File: config.mk
export PLATFORM = sky130hd
export DESIGN_NAME = pid_position_delta_controller_flat
export DESIGN_NICKNAME = d
export VERILOG_FILES = /design/src/hw/rtl/pidpd_pkg.sv /design/src/hw/rtl/pidpd_if.sv /design/src/hw/rtl/pidpd_cfg_regs.sv /design/src/hw/rtl/pidpd_core.sv /design/src/hw/rtl/pid_position_delta_controller.sv /design/src/flat_wrapper.sv
export VERILOG_INCLUDE_DIRS = /design/src /design/src/hw/rtl
export SDC_FILE = /design/constraint.sdc
export NUM_CORES = 2
export LEC_CHECK = 0
export BUFFER_PORTS_ARGS = -buffer_cell sky130_fd_sc_hd__buf_2
export CORE_UTILIZATION = 46
export DETAILED_ROUTE_END_ITERATION = 10
export PLACE_DENSITY = 0.58
export SLEW_MARGIN = 20
export SYNTH_ARGS = -nofsm -noshare
export SYNTH_HDL_FRONTEND = slang
export SYNTH_SLANG_ARGS = --single-unit
export TNS_END_PERCENT = 10
File: constraint.sdc
create_clock -name clk -period 32.6 [get_ports clk]
set_input_delay 9.78 -clock clk [delete_from_list [all_inputs] [get_ports clk]]
set_output_delay 9.78 -clock clk [all_outputs]
set_load 0.02 [all_outputs]
File: src/hw/rtl/pid_position_delta_controller_assert.svh
// Assertion macros shared by the PID controller RTL.
// Each macro expects signals named clk and rst_n in the scope where it is used.
`ifndef PID_POSITION_DELTA_CONTROLLER_ASSERT_SVH
`define PID_POSITION_DELTA_CONTROLLER_ASSERT_SVH

// The consequent must hold in the same cycle as the antecedent.
`define PIDPD_ASSERT_SAME(label, ante, cons) \
  label: assert property (@(posedge clk) disable iff (!rst_n) (ante) |-> (cons)) \
    else $error("pidpd: same-cycle check failed");

// The consequent must hold in the cycle after the antecedent.
`define PIDPD_ASSERT_NEXT(label, ante, cons) \
  label: assert property (@(posedge clk) disable iff (!rst_n) (ante) |=> (cons)) \
    else $error("pidpd: next-cycle check failed");

`endif

File: src/hw/rtl/pidpd_pkg.sv
// Package for the PID controller: types, register indexes, codes and helpers.
// Used by the interfaces and by every RTL module of the block.
package pidpd_pkg;

  localparam int GAIN_FRAC_BITS_DEF = 8;
  // Accumulator width: holds every product and sum of one step exactly.
  localparam int ACC_W = 38;
  localparam int CFG_IDX_W = 3;
  localparam int CFG_DATA_W = 16;

  typedef logic signed [ACC_W-1:0] acc_t;

  typedef enum logic {
    OP_STEP  = 1'b0,
    OP_CLEAR = 1'b1
  } op_t;

  localparam logic MODE_POSITIONAL = 1'b0;
  localparam logic MODE_INCREMENTAL = 1'b1;

  typedef enum logic [CFG_IDX_W-1:0] {
    REG_MODE_SELECT = 3'd0,
    REG_PROP_GAIN   = 3'd1,
    REG_INTEG_GAIN  = 3'd2,
    REG_DERIV_GAIN  = 3'd3,
    REG_DRIVE_LIMIT = 3'd4,
    REG_ERROR_BOUND = 3'd5,
    REG_INTEG_LIMIT = 3'd6,
    REG_DEAD_BAND   = 3'd7
  } cfg_idx_t;

  typedef struct packed {
    logic        mode_select;
    logic [15:0] prop_gain;
    logic [15:0] integ_gain;
    logic [15:0] deriv_gain;
    logic [14:0] drive_limit;
    logic [15:0] error_bound;
    logic [14:0] integ_limit;
    logic [14:0] dead_band;
  } cfg_t;

  typedef struct packed {
    op_t                operation;
    logic signed [15:0] setpoint;
    logic signed [15:0] measured;
  } item_t;

  typedef struct packed {
    logic signed [15:0] drive;
    logic               error_rejected;
    logic               in_deadband;
  } result_t;

  // Clamps a value to the range -lim .. +lim.
  function automatic acc_t clamp_mag(acc_t v, acc_t lim);
    acc_t res;
    if (v > lim) begin
      res = lim;
    end else if (v < -lim) begin
      res = -lim;
    end else begin
      res = v;
    end
    return res;
  endfunction

endpackage

File: src/hw/rtl/pidpd_if.sv
// Valid/ready channel interfaces for the PID controller input and result items.
// Depends on pidpd_pkg.
interface pidpd_in_if;
  import pidpd_pkg::*;

  logic               valid;
  logic               ready;
  logic               operation;
  logic signed [15:0] setpoint;
  logic signed [15:0] measured;

  modport source (output valid, output operation, output setpoint, output measured,
                  input ready);
  modport sink (input valid, input operation, input setpoint, input measured,
                output ready);
endinterface

interface pidpd_out_if;
  import pidpd_pkg::*;

  logic               valid;
  logic               ready;
  logic signed [15:0] drive;
  logic               error_rejected;
  logic               in_deadband;

  modport source (output valid, output drive, output error_rejected, output in_deadband,
                  input ready);
  modport sink (input valid, input drive, input error_rejected, input in_deadband,
                output ready);
endinterface

File: src/hw/rtl/pidpd_cfg_regs.sv
// Configuration register file of the PID controller.
// Decodes the plain write port into the cfg_t bundle; depends on pidpd_pkg.
module pidpd_cfg_regs (
  input  logic                                clk,
  input  logic                                rst_n,
  input  logic                                cfg_we,
  input  logic [pidpd_pkg::CFG_IDX_W-1:0]     cfg_index,
  input  logic [pidpd_pkg::CFG_DATA_W-1:0]    cfg_wdata,
  output pidpd_pkg::cfg_t                     cfg
);
  import pidpd_pkg::*;

  cfg_t cfg_r;
  cfg_t cfg_nxt;

  always_comb begin
    cfg_nxt = cfg_r;
    if (cfg_we) begin
      unique case (cfg_idx_t'(cfg_index))
        REG_MODE_SELECT: cfg_nxt.mode_select = cfg_wdata[0];
        REG_PROP_GAIN:   cfg_nxt.prop_gain   = cfg_wdata;
        REG_INTEG_GAIN:  cfg_nxt.integ_gain  = cfg_wdata;
        REG_DERIV_GAIN:  cfg_nxt.deriv_gain  = cfg_wdata;
        REG_DRIVE_LIMIT: cfg_nxt.drive_limit = cfg_wdata[14:0];
        REG_ERROR_BOUND: cfg_nxt.error_bound = cfg_wdata;
        REG_INTEG_LIMIT: cfg_nxt.integ_limit = cfg_wdata[14:0];
        REG_DEAD_BAND:   cfg_nxt.dead_band   = cfg_wdata[14:0];
        default:         cfg_nxt = cfg_r;
      endcase
    end
  end

  always_ff @(posedge clk) begin
    if (!rst_n) begin
      cfg_r.mode_select <= MODE_POSITIONAL;
      cfg_r.prop_gain   <= '0;
      cfg_r.integ_gain  <= '0;
      cfg_r.deriv_gain  <= '0;
      cfg_r.drive_limit <= '1;
      cfg_r.error_bound <= '0;
      cfg_r.integ_limit <= '1;
      cfg_r.dead_band   <= '0;
    end else begin
      cfg_r <= cfg_nxt;
    end
  end

  assign cfg = cfg_r;

endmodule

File: src/hw/rtl/pidpd_core.sv
// Combinational PID step: error and bound check, gain products, integral, clamps, deadband.
// Holds the error history and integral; depends on pidpd_pkg and the assert header.
`include "pid_position_delta_controller_assert.svh"

module pidpd_core #(
  parameter int GAIN_FRAC_BITS = pidpd_pkg::GAIN_FRAC_BITS_DEF
) (
  input  logic               clk,
  input  logic               rst_n,
  input  pidpd_pkg::cfg_t    cfg,
  input  logic               fire,
  input  pidpd_pkg::item_t   item,
  output pidpd_pkg::result_t result
);
  import pidpd_pkg::*;

  localparam int IntegW = 16 + GAIN_FRAC_BITS;

  logic signed [16:0]       last_error_r, last_error_nxt;
  logic signed [16:0]       prior_error_r, prior_error_nxt;
  logic signed [IntegW-1:0] integ_sum_r, integ_sum_nxt;

  logic signed [16:0] err;
  logic [16:0]        mag_e;
  logic               reject;
  logic signed [17:0] de1;
  logic signed [19:0] de2;
  logic signed [19:0] p_opnd;
  logic signed [19:0] d_opnd;
  logic signed [16:0] pg_s, ig_s, dg_s;
  logic signed [36:0] p_prod;
  logic signed [33:0] i_prod;
  logic signed [36:0] d_prod;
  acc_t               ilim, dlim, dband;
  acc_t               i_term, integ_new, sum, mag;
  logic [15:0]        drv_mag;
  logic               dbz;
  logic               clr_fire;
  logic               step_fire;
  logic [IntegW+33:0] hist_vec;

  always_comb begin
    err    = 17'(item.setpoint) - 17'(item.measured);
    mag_e  = err[16] ? 17'(-err) : 17'(err);
    reject = (cfg.error_bound != '0) && (mag_e > 17'(cfg.error_bound));

    de1 = 18'(err) - 18'(last_error_r);
    de2 = 20'(err) - (20'(last_error_r) <<< 1) + 20'(prior_error_r);

    if (cfg.mode_select == MODE_POSITIONAL) begin
      p_opnd = 20'(err);
      d_opnd = 20'(de1);
    end else begin
      p_opnd = 20'(de1);
      d_opnd = de2;
    end

    pg_s   = signed'({1'b0, cfg.prop_gain});
    ig_s   = signed'({1'b0, cfg.integ_gain});
    dg_s   = signed'({1'b0, cfg.deriv_gain});
    p_prod = pg_s * p_opnd;
    i_prod = ig_s * err;
    d_prod = dg_s * d_opnd;

    ilim  = acc_t'(cfg.integ_limit) << GAIN_FRAC_BITS;
    dlim  = acc_t'(cfg.drive_limit) << GAIN_FRAC_BITS;
    dband = acc_t'(cfg.dead_band) << GAIN_FRAC_BITS;

    // Positional mode accumulates into the clamped integral; incremental mode
    // drives with the raw product and only parks a clamped copy in the state.
    if (cfg.mode_select == MODE_POSITIONAL) begin
      integ_new = clamp_mag(acc_t'(integ_sum_r) + acc_t'(i_prod), ilim);
      i_term    = integ_new;
    end else begin
      i_term    = acc_t'(i_prod);
      integ_new = clamp_mag(i_term, ilim);
    end

    sum     = clamp_mag(acc_t'(p_prod) + i_term + acc_t'(d_prod), dlim);
    mag     = sum[ACC_W-1] ? -sum : sum;
    dbz     = (cfg.dead_band != '0) && (mag < dband);
    drv_mag = 16'(mag >> GAIN_FRAC_BITS);

    result.drive          = '0;
    result.error_rejected = 1'b0;
    result.in_deadband    = 1'b0;
    last_error_nxt        = last_error_r;
    prior_error_nxt       = prior_error_r;
    integ_sum_nxt         = integ_sum_r;

    if (item.operation == OP_CLEAR) begin
      last_error_nxt  = '0;
      prior_error_nxt = '0;
      integ_sum_nxt   = '0;
    end else if (reject) begin
      result.error_rejected = 1'b1;
    end else begin
      last_error_nxt  = err;
      prior_error_nxt = last_error_r;
      integ_sum_nxt   = IntegW'(integ_new);
      if (dbz) begin
        result.in_deadband = 1'b1;
      end else begin
        result.drive = sum[ACC_W-1] ? signed'(-drv_mag) : signed'(drv_mag);
      end
    end
  end

  always_ff @(posedge clk) begin
    if (!rst_n) begin
      last_error_r  <= '0;
      prior_error_r <= '0;
      integ_sum_r   <= '0;
    end else if (fire) begin
      last_error_r  <= last_error_nxt;
      prior_error_r <= prior_error_nxt;
      integ_sum_r   <= integ_sum_nxt;
    end
  end

  assign clr_fire  = fire && (item.operation == OP_CLEAR);
  assign step_fire = fire && (item.operation == OP_STEP);
  assign hist_vec  = {last_error_r, prior_error_r, integ_sum_r};

  `PIDPD_ASSERT_NEXT(a_clear_zeroes_state, clr_fire, hist_vec == '0)
  `PIDPD_ASSERT_NEXT(a_reject_keeps_history, step_fire && reject, $stable(hist_vec))
  `PIDPD_ASSERT_NEXT(a_history_shifts, step_fire && !reject, prior_error_r == $past(last_error_r))

endmodule

File: src/hw/rtl/pid_position_delta_controller.sv
// Top level of the PID controller: channel handshake, item and result registers.
// Depends on pidpd_pkg, the channel interfaces, pidpd_cfg_regs and pidpd_core.
`include "pid_position_delta_controller_assert.svh"

// PID controller with positional and incremental modes. Each input item either
// clears the error history and integral or computes one control step from the
// error setpoint - measured, and every item yields exactly one result item.
// The block accepts one item per clock cycle while the result side keeps up;
// an accepted item sits in the input register while the gain multipliers,
// integral update and clamps compute its result, which lands in the result
// register once that register is empty or being drained. The
// rate is set by the history loop: the last and before-last errors and the
// integral are updated in the same cycle that computes the step, so the next
// item already sees them. When the result side stalls, one more item is held
// in the input register before the input ready drops. Gains are unsigned with
// GAIN_FRAC_BITS fraction bits; the drive is the clamped sum truncated toward
// zero. Errors beyond a nonzero error bound give a zero drive with
// error_rejected set and leave the history untouched; outputs inside a nonzero
// deadband read zero with in_deadband set. Configuration registers are written
// through the cfg_ port and should only be changed while the block is idle.
module pid_position_delta_controller #(
  parameter int GAIN_FRAC_BITS = pidpd_pkg::GAIN_FRAC_BITS_DEF
) (
  input  logic                             clk,
  input  logic                             rst_n,
  pidpd_in_if.sink                         in_ch,
  pidpd_out_if.source                      out_ch,
  input  logic                             cfg_we,
  input  logic [pidpd_pkg::CFG_IDX_W-1:0]  cfg_index,
  input  logic [pidpd_pkg::CFG_DATA_W-1:0] cfg_wdata
);
  import pidpd_pkg::*;

  cfg_t    cfg;
  item_t   s1_item_r;
  logic    s1_valid_r, s1_valid_nxt;
  logic    out_valid_r, out_valid_nxt;
  result_t out_res_r;
  result_t core_res;
  logic    advance;
  logic    in_fire;
  logic    core_fire;
  logic    any_flag;
  logic    both_flags;

  pidpd_cfg_regs u_cfg_regs (
    .clk       (clk),
    .rst_n     (rst_n),
    .cfg_we    (cfg_we),
    .cfg_index (cfg_index),
    .cfg_wdata (cfg_wdata),
    .cfg       (cfg)
  );

  pidpd_core #(
    .GAIN_FRAC_BITS (GAIN_FRAC_BITS)
  ) u_core (
    .clk    (clk),
    .rst_n  (rst_n),
    .cfg    (cfg),
    .fire   (core_fire),
    .item   (s1_item_r),
    .result (core_res)
  );

  // The result register can take a new value when it is empty or being drained.
  assign advance   = !out_valid_r || out_ch.ready;
  assign core_fire = s1_valid_r && advance;
  assign in_ch.ready = !s1_valid_r || advance;
  assign in_fire   = in_ch.valid && in_ch.ready;

  always_comb begin
    if (in_fire) begin
      s1_valid_nxt = 1'b1;
    end else if (advance) begin
      s1_valid_nxt = 1'b0;
    end else begin
      s1_valid_nxt = s1_valid_r;
    end

    if (core_fire) begin
      out_valid_nxt = 1'b1;
    end else if (out_ch.ready) begin
      out_valid_nxt = 1'b0;
    end else begin
      out_valid_nxt = out_valid_r;
    end
  end

  always_ff @(posedge clk) begin
    if (!rst_n) begin
      s1_valid_r  <= 1'b0;
      out_valid_r <= 1'b0;
    end else begin
      s1_valid_r  <= s1_valid_nxt;
      out_valid_r <= out_valid_nxt;
    end
  end

  always_ff @(posedge clk) begin
    if (in_fire) begin
      s1_item_r.operation <= op_t'(in_ch.operation);
      s1_item_r.setpoint  <= in_ch.setpoint;
      s1_item_r.measured  <= in_ch.measured;
    end
    if (core_fire) begin
      out_res_r <= core_res;
    end
  end

  assign out_ch.valid          = out_valid_r;
  assign out_ch.drive          = out_res_r.drive;
  assign out_ch.error_rejected = out_res_r.error_rejected;
  assign out_ch.in_deadband    = out_res_r.in_deadband;

  assign any_flag   = out_res_r.error_rejected || out_res_r.in_deadband;
  assign both_flags = out_res_r.error_rejected && out_res_r.in_deadband;

  `PIDPD_ASSERT_SAME(a_flags_exclusive, out_valid_r, !both_flags)
  `PIDPD_ASSERT_SAME(a_flag_zero_drive, out_valid_r && any_flag, out_res_r.drive == '0)
  `PIDPD_ASSERT_SAME(a_full_stall_blocks, s1_valid_r && !advance, !in_ch.ready)

endmodule

File: src/flat_wrapper.sv
// flat-port wrapper written by rule: the top's interface ports become plain ports
module pid_position_delta_controller_flat import pidpd_pkg::*;
#(
  parameter int GAIN_FRAC_BITS = pidpd_pkg::GAIN_FRAC_BITS_DEF
)
  (clk, rst_n, cfg_we, cfg_index, cfg_wdata, in_ch_valid, in_ch_operation, in_ch_setpoint, in_ch_measured, in_ch_ready, out_ch_valid, out_ch_drive, out_ch_error_rejected, out_ch_in_deadband, out_ch_ready);
  pidpd_in_if in_ch_i ();
  pidpd_out_if out_ch_i ();
  input  logic clk;
  input  logic rst_n;
  input  logic cfg_we;
  input  logic [pidpd_pkg::CFG_IDX_W-1:0] cfg_index;
  input  logic [pidpd_pkg::CFG_DATA_W-1:0] cfg_wdata;
  input wire logic [$bits(in_ch_i.valid)-1:0] in_ch_valid;
  input wire logic [$bits(in_ch_i.operation)-1:0] in_ch_operation;
  input wire logic [$bits(in_ch_i.setpoint)-1:0] in_ch_setpoint;
  input wire logic [$bits(in_ch_i.measured)-1:0] in_ch_measured;
  output wire logic [$bits(in_ch_i.ready)-1:0] in_ch_ready;
  output wire logic [$bits(out_ch_i.valid)-1:0] out_ch_valid;
  output wire logic [$bits(out_ch_i.drive)-1:0] out_ch_drive;
  output wire logic [$bits(out_ch_i.error_rejected)-1:0] out_ch_error_rejected;
  output wire logic [$bits(out_ch_i.in_deadband)-1:0] out_ch_in_deadband;
  input wire logic [$bits(out_ch_i.ready)-1:0] out_ch_ready;
  assign in_ch_i.valid = in_ch_valid;
  assign in_ch_i.operation = in_ch_operation;
  assign in_ch_i.setpoint = in_ch_setpoint;
  assign in_ch_i.measured = in_ch_measured;
  assign in_ch_ready = in_ch_i.ready;
  assign out_ch_valid = out_ch_i.valid;
  assign out_ch_drive = out_ch_i.drive;
  assign out_ch_error_rejected = out_ch_i.error_rejected;
  assign out_ch_in_deadband = out_ch_i.in_deadband;
  assign out_ch_i.ready = out_ch_ready;
  pid_position_delta_controller #(.GAIN_FRAC_BITS(GAIN_FRAC_BITS)) u_core (.clk(clk), .rst_n(rst_n), .in_ch(in_ch_i), .out_ch(out_ch_i), .cfg_we(cfg_we), .cfg_index(cfg_index), .cfg_wdata(cfg_wdata));
endmodule
### Yosys cells after proc, flatten, opt, wreduce, memory -nomap -nowiden

Index checks and enable logic that the tools add are counted.

| operators by class | value |
|---|---|
| equal/unequal tests | 8 |
| $add $sub $neg | 12 |
| reduce and logical (&&, ||, !) cells | 24 |
| order comparisons | 8 |
| $mul | 3 |
| mux-type cells | 25 |

Operators by type and width:

| operator | count |
|---|---|
| $mux W38 | 6 |
| $mux W24 | 5 |
| $mux W17 | 5 |
| $neg A23 Y38 | 2 |
| $mul A17 B20 Y37 | 2 |
| $mux W20 | 2 |
| $add A37 B38 Y38 | 1 |
| $add A38 B37 Y38 | 1 |
| $gt A38 B24 Y1 | 1 |
| $lt A34 B38 Y1 | 1 |
| $lt A35 B38 Y1 | 1 |
| $lt A38 B24 Y1 | 1 |
| $lt A38 B38 Y1 | 1 |
| $neg A38 Y38 | 1 |
| $add A24 B34 Y35 | 1 |
| $gt A35 B24 Y1 | 1 |
| $gt A34 B24 Y1 | 1 |
| $mul A17 B17 Y34 | 1 |
| $add A19 B17 Y20 | 1 |
| $sub A17 B18 Y19 | 1 |
| $reduce_and A2 Y1 | 9 |
| $sub A17 B17 Y18 | 1 |
| $gt A17 B16 Y1 | 1 |
| $neg A17 Y17 | 1 |
| 17 further kinds | 32 |

| word-level totals | value |
|---|---|
| logic and storage cells | 99 |
| register bits | 221 |
| bits of input ports | 57 |

### Longest topological paths before layout

| depth | value |
|---|---|
| word-level depth | 17 |
| gate-level depth with buffers | 119 |

### By module

Synthesis repeated with hierarchy kept, for this count alone.

| second synthesis, totals | value |
|---|---|
| cell total of the unflattened synthesis | 6316 |
| area, all modules | 55094.1 µm² |

By module, submodules not included:

| module | times used | sequential area each (µm²) | area an instance (µm²) | cells an instance |
|---|---|---|---|---|
| pidpd_core | 1 | 1161.1 | 49227.2 | 5857 |
| pidpd_cfg_regs | 1 | 2202.1 | 4231.6 | 399 |
| pid_position_delta_controller | 1 | 1571.5 | 1635.3 | 60 |

### Worst setup path before layout

No wires, ideal clock.

| path | value |
|---|---|
| path type | register -> register |
| from | reg u_core.s1_item_r[1] in the netlist's numbering |
| to | reg u_core.out_res_r, in the netlist u_core.out_ch.drive[0] (data pin) |
| slack | 8.329 ns |
| arrival | 24.008 ns |
| stages on the path, launching flop included | 116 |
| library setup time | 0.263 ns |
| cells stage by stage | edfxtp_1 inv_1 ha_1 nor2b_1 o21ai_0 a21boi_0 o21ai_0 a21boi_0 o21ai_0 a21boi_0 o21ai_0 a211oi_1 o31a_1 o311ai_0 clkbuf_1 clkbuf_1 nand2_1 fa_1 [... 80 more ...] o221a_2 inv_1 ha_1 and3_1 a221o_1 a21o_1 a21oi_1 nor2b_1 o21ai_0 nand2_1 o21ai_0 nor2_1 o31ai_1 and4_1 or3_1 buf_2 buf_4 nor2_1 |

| between the ends | value |
|---|---|
| cells in the longest elaborated chain, start to end | 17 |

RTL lines:

| element | RTL line | text |
|---|---|---|
| start, declared | pid_position_delta_controller.sv:35 | `item_t s1_item_r;` |
| $sub A16 B16 Y17 * | pidpd_core.sv:43 | `err = 17'(item.setpoint) - 17'(item.measured);` |
| $mul A17 B17 Y34 | pidpd_core.sv:62 | `i_prod = ig_s * err;` |
| $add A24 B34 Y35 | pidpd_core.sv:72 | `integ_new = clamp_mag(acc_t'(integ_sum_r) + acc_t'(i_prod), ilim);` |
| $lt A35 B38 Y1 | pidpd_pkg.sv:60 | `end else if (v < -lim) begin` |
| $mux W38 | pidpd_pkg.sv:60 |  |
| $mux W38 | pidpd_pkg.sv:58 | `if (v > lim) begin` |
| $mux W38 | pidpd_core.sv:71 | `if (cfg.mode_select == MODE_POSITIONAL) begin` |
| $add A37 B38 Y38 | pidpd_core.sv:79 | `sum = clamp_mag(acc_t'(p_prod) + i_term + acc_t'(d_prod), dlim);` |
| $add A38 B37 Y38 | pidpd_core.sv:79 |  |
| $lt A38 B38 Y1 | pidpd_pkg.sv:60 |  |
| $mux W38 | pidpd_pkg.sv:60 |  |
| $mux W38 | pidpd_pkg.sv:58 |  |
| $neg A38 Y38 | pidpd_core.sv:80 | `mag = sum[ACC_W-1] ? -sum : sum;` |
| $mux W38 | pidpd_core.sv:80 |  |
| $lt A38 B24 Y1 | pidpd_core.sv:81 | `dbz = (cfg.dead_band != '0) && (mag < dband);` |
| $logic_and A1 B1 Y1 | pidpd_core.sv:81 |  |
| $reduce_or A3 Y1 (no line) | n/a |  |
| end signal, assigned | pid_position_delta_controller.sv:107 | `out_res_r <= core_res;` |
| end, declared | pid_position_delta_controller.sv:38 | `result_t out_res_r;` |

Every way passes the cells marked *; elsewhere a longest branch is shown, timed or not.
A chain may end at the register's enable or synchronous reset.

### Final worst setup path

| path | value |
|---|---|
| from | reg u_core.s1_item_r[1] in the netlist's numbering |
| to | reg u_core.out_res_r, in the netlist u_core.out_ch.drive[10] (data pin) |

Same word-level chain as after synthesis.

==> flow_metrics.env <==
export IMPL_status="finished clean"
export IMPL_synth_sequential_area_ratio_pct=8.92
export IMPL_global_route_usage_total_pct=29.0
export IMPL_final_hold_violation_count=0
export IMPL_portBuffers=76
export IMPL_final_core_util_pct=49.4
export IMPL_final_setup_viol_count=0
export IMPL_leakage_nw=27.8
export IMPL_wirelength_met1_mm=76.7
export IMPL_power_share_combinational_pct=82.2
export IMPL_post_cts_buffers=0
export IMPL_slowest_delay_ns=0.72
export IMPL_drt_wl_total_mm=169
export IMPL_wire_per_inst_um=21.1
export IMPL_fin_tns_setup_ns=0
export IMPL_ys_types=112
export IMPL_postCtsResizedCells=0
export IMPL_max_clock_path_buffers=3
export IMPL_holdCritStartpoint="u_core.u_core.integ_sum_r[3]"
export IMPL_timing_setup_critical_path_class="flop to flop"
export IMPL_path_delay_family="compound AO/OA/AOI/OAI gates"
export IMPL_detailedRoute_firstPassIterationCount=6
export IMPL_power_density_nw_per_um2=65.6
export IMPL_final_critical_path_required_period_ns=27.97
export IMPL_critical_path_slowest_cell="fa_1"
export IMPL_drcViolationCount=0
export IMPL_routed_top_layer="met5"
export IMPL_top_level_ports=77
export IMPL_cts_htree_levels=1
export IMPL_final_antenna_net_count=0
export IMPL_dp_cells=7939
export IMPL_critical_path_startpoint="u_core.s1_item_r[1]"
export IMPL_die_x_um=349
export IMPL_gpl_final_weighted_congestion=0.974
export IMPL_placement_setup_worst_slack_ns=5.12
export IMPL_fin_ws_ns=4.63
export IMPL_num_vias=44000
export IMPL_antenna_found_initial=7
export IMPL_final_setup_skew_ns=0.0401
export IMPL_synth_area_um2=55300
export IMPL_die_area_um2=122000
export IMPL_period_utilisation_layout_pct=85.8
export IMPL_area_growth_syn_to_layout_pct=5.92
export IMPL_grt_overflow=0
export IMPL_ys_seq_elements=221
export IMPL_yosys_warnings=0
export IMPL_critical_path_required_ns=32.97
export IMPL_setup_worst_path_start_class="flop"
export IMPL_share_clk_of_total_power_pct=9.5
export IMPL_timing_critical_path_buf_inv=13
export IMPL_dpl_hpwl_mm=139
export IMPL_power_internal_mw=1.61
export IMPL_sequentialPowerShare_pct=8.3
export IMPL_number_of_cell_rows=126
export IMPL_cts_tree="yes"
export IMPL_cts_buffers_inserted=31
export IMPL_grt_first_pass_wirelength_mm=273
export IMPL_ir_worst_vdd_v=0.0000693
export IMPL_crit_fanout=26
export IMPL_core_um2=119000
export IMPL_instances_no_fill=8000
export IMPL_worst_setup_path_end_kind="flop"
export IMPL_syn_num_nets=8007
export IMPL_wl_met3_mm=11.5
export IMPL_critical_path_arrival_ns=28.34
export IMPL_timing_slew_headroom_pct=20.8
export IMPL_library_cell_used_as_clock_root_buffer="clkbuf_16"
export IMPL_clock_edge_transition_at_the_registers_on_the_reported_setup_and_hold_paths_ns=0.06
export IMPL_first_iter_violations=3109
export IMPL_yosys_most_used_dff="dfxtp_1"
export IMPL_switchingPower_mw=2.23
export IMPL_max_slew_worst_pin_slew_ns=1.18
export IMPL_cts_hold_buffers=0
export IMPL_floorplan_initialDensity_pct=46.6
export IMPL_critical_path_most_common_cell="fa_1"
export IMPL_final_max_slew_violation_count=0
export IMPL_grt_setup_unrepaired="no"
export IMPL_asyncSetResetFlopFracSynth_pct=0
export IMPL_regToRegStartpoint="u_core.s1_item_r[1]"
export IMPL_number_of_standard_cells_after_synthesis=6438
export IMPL_max_clock_freq_mhz=35.8
export IMPL_die_h_um=349
export IMPL_finalNetCount=7941
export IMPL_routed_via_density=5.50
export IMPL_hold_class="flop to flop"
export IMPL_synth_edf_count=51
export IMPL_postSynthAreaPerCell_um2=8.60
export IMPL_clock_sinks=221
export IMPL_maximum_number_of_pins_on_one_net_before_global_route_repair=78
export IMPL_ff_to_ff_setup_slack_ns=4.63
export IMPL_max_cap_viols=0
export IMPL_clkLatencyLatePin_ns=0.65
export IMPL_power_share_switching_pct=58.0
export IMPL_first_global_vias=46300
export IMPL_met2WireLength_mm=75.4
export IMPL_share_of_post_route_cells_with_drive_strength_above_1_pct=5.39
## state kept, by name, indices dropped and copies added, names as in the netlist
register / flops
u_core.u_cfg_regs.cfg: 110
u_core.s1_item_r: 33
u_core.u_core.integ_sum_r: 24
u_core.u_core.last_error_r: 17
u_core.u_core.prior_error_r: 17
u_core.out_ch.drive: 16
u_core.out_ch.error_rejected: 1
u_core.out_ch.in_deadband: 1
u_core.out_ch.valid: 1
u_core.s1_valid_r: 1
## power by group through the flow
stage	clock network (mW)	registers, mW	logic (mW)
floorplan	0	0.325	2.12
global placement	0	0.325	3.09
detailed placement	0	0.325	3.09
CTS	0.372	0.319	3.12
global route	0.381	0.321	3.48
finish	0.365	0.320	3.16
## layer usage
| layer | vias up | GRT usage [%] |
|---|---|---|
| li1 | 20300 | - |
| met1 | 22100 | 41.1 |
| met2 | 1304 | 45.9 |
| met3 | 242 | 4.49 |
| met4 | 2 | 7.88 |
| met5 | - | 0 |
## cell usage after synthesis (all sizes together), types with 16 or more instances
cell	count	share of area, %
a211o	21	0.33
a211oi	44	0.61
a21boi	111	1.5
a21o	81	1.1
a21oi	205	1.9
a22o	16	0.25
a22oi	46	0.63
a31oi	27	0.34
and2	367	4.1
and3	34	0.38
buf	39	0.40
clkbuf	232	1.6
dfxtp	170	6.2
edfxtp	51	2.8
fa	970	35
ha	542	12
inv	1218	8.3
mux2	18	0.37
mux2i	42	0.76
nand2	894	6.1
nand2b	42	0.47
nand3	67	0.62
nand4	44	0.50
nor2	242	1.7
nor2b	108	1.2
nor3	69	0.63
nor4	30	0.41
o211ai	49	0.68
o21a	45	0.61
o21ai	193	1.8
o21bai	18	0.24
o31ai	33	0.46
or3	19	0.21
xnor2	129	2.1
xor2	48	0.79
## final cells by class
cell class	count	area, um2
Fill cell	11400	60100
Multi-Input combinational cell	4727	44900
Sequential cell	221	4940
Inverter	1219	4580
Tap cell	1600	2000
Timing Repair Buffer	172	1100
Clock buffer	35	822
Clock inverter	23	249
Antenna cell	3	7.51
## cells in the final DEF, fill, tap and decap left out, types with 106 or more instances in the layout
| master | netlist | routed |
|---|---|---|
| and2_1 | 366 | 365 |
| a21oi_1 | 201 | 200 |
| a21boi_0 | 107 | 107 |
| nand2_1 | 894 | 894 |
| ha_1 | 542 | 542 |
| xnor2_1 | 128 | 124 |
| o21ai_0 | 175 | 169 |
| fa_1 | 970 | 970 |
| dfxtp_1 | 170 | 169 |
| nor2b_1 | 107 | 106 |
| inv_1 | 1215 | 1215 |
| nor2_1 | 240 | 228 |
## kinds of logic after synthesis
| logic type | count (synthesis) | synth area share (%) |
|---|---|---|
| AOI/OAI and AO/OA | 992 | 12.1 |
| xor gates and xnor gates | 177 | 2.84 |
| adders and majority gates | 1513 | 47.4 |
| buffers and inverters | 1490 | 10.2 |
| DFF | 221 | 8.92 |
| muxes | 60 | 1.13 |
| and+or+nand+nor | 1985 | 17.4 |
## path summary, 6_finish.rpt
check	endpoint	cells after the start
max	u_core.out_ch.drive[10]	106
min	u_core.u_core.integ_sum_r[3]	2
max reg2reg	u_core.out_ch.drive[10]	106
min reg2reg	u_core.u_core.integ_sum_r[3]	2
## through the flow
| step | instance area, um2 | hold WS, ns | power [mW] |
|---|---|---|---|
| 3_5_place_dp | 57500 | 0.445 | 3.42 |
| 6_report | 58600 | 0.451 | 3.84 |
| 2_1_floorplan | 55300 | 0.422 | 2.44 |
| 4_1_cts | 58600 | 0.455 | 3.82 |
| 3_3_place_gp | 57500 | 0.438 | 3.42 |
| 5_1_grt | 58600 | 0.470 | 4.19 |
## worst register-to-register path: cells and delay by family (launching register included)
family                   cells  cell delay [ns]
AO/OA/AOI/OAI               46            11.23
XOR/XNOR                     2             0.65
adder cells (fa/ha/maj)     20             8.91
buffers and inverters       13             1.75
flip-flops                   1             0.42
multiplexers                 1             0.09
AND/OR/NAND/NOR             24             4.60
No activity file was read; power rests on OpenSTA's default activity.
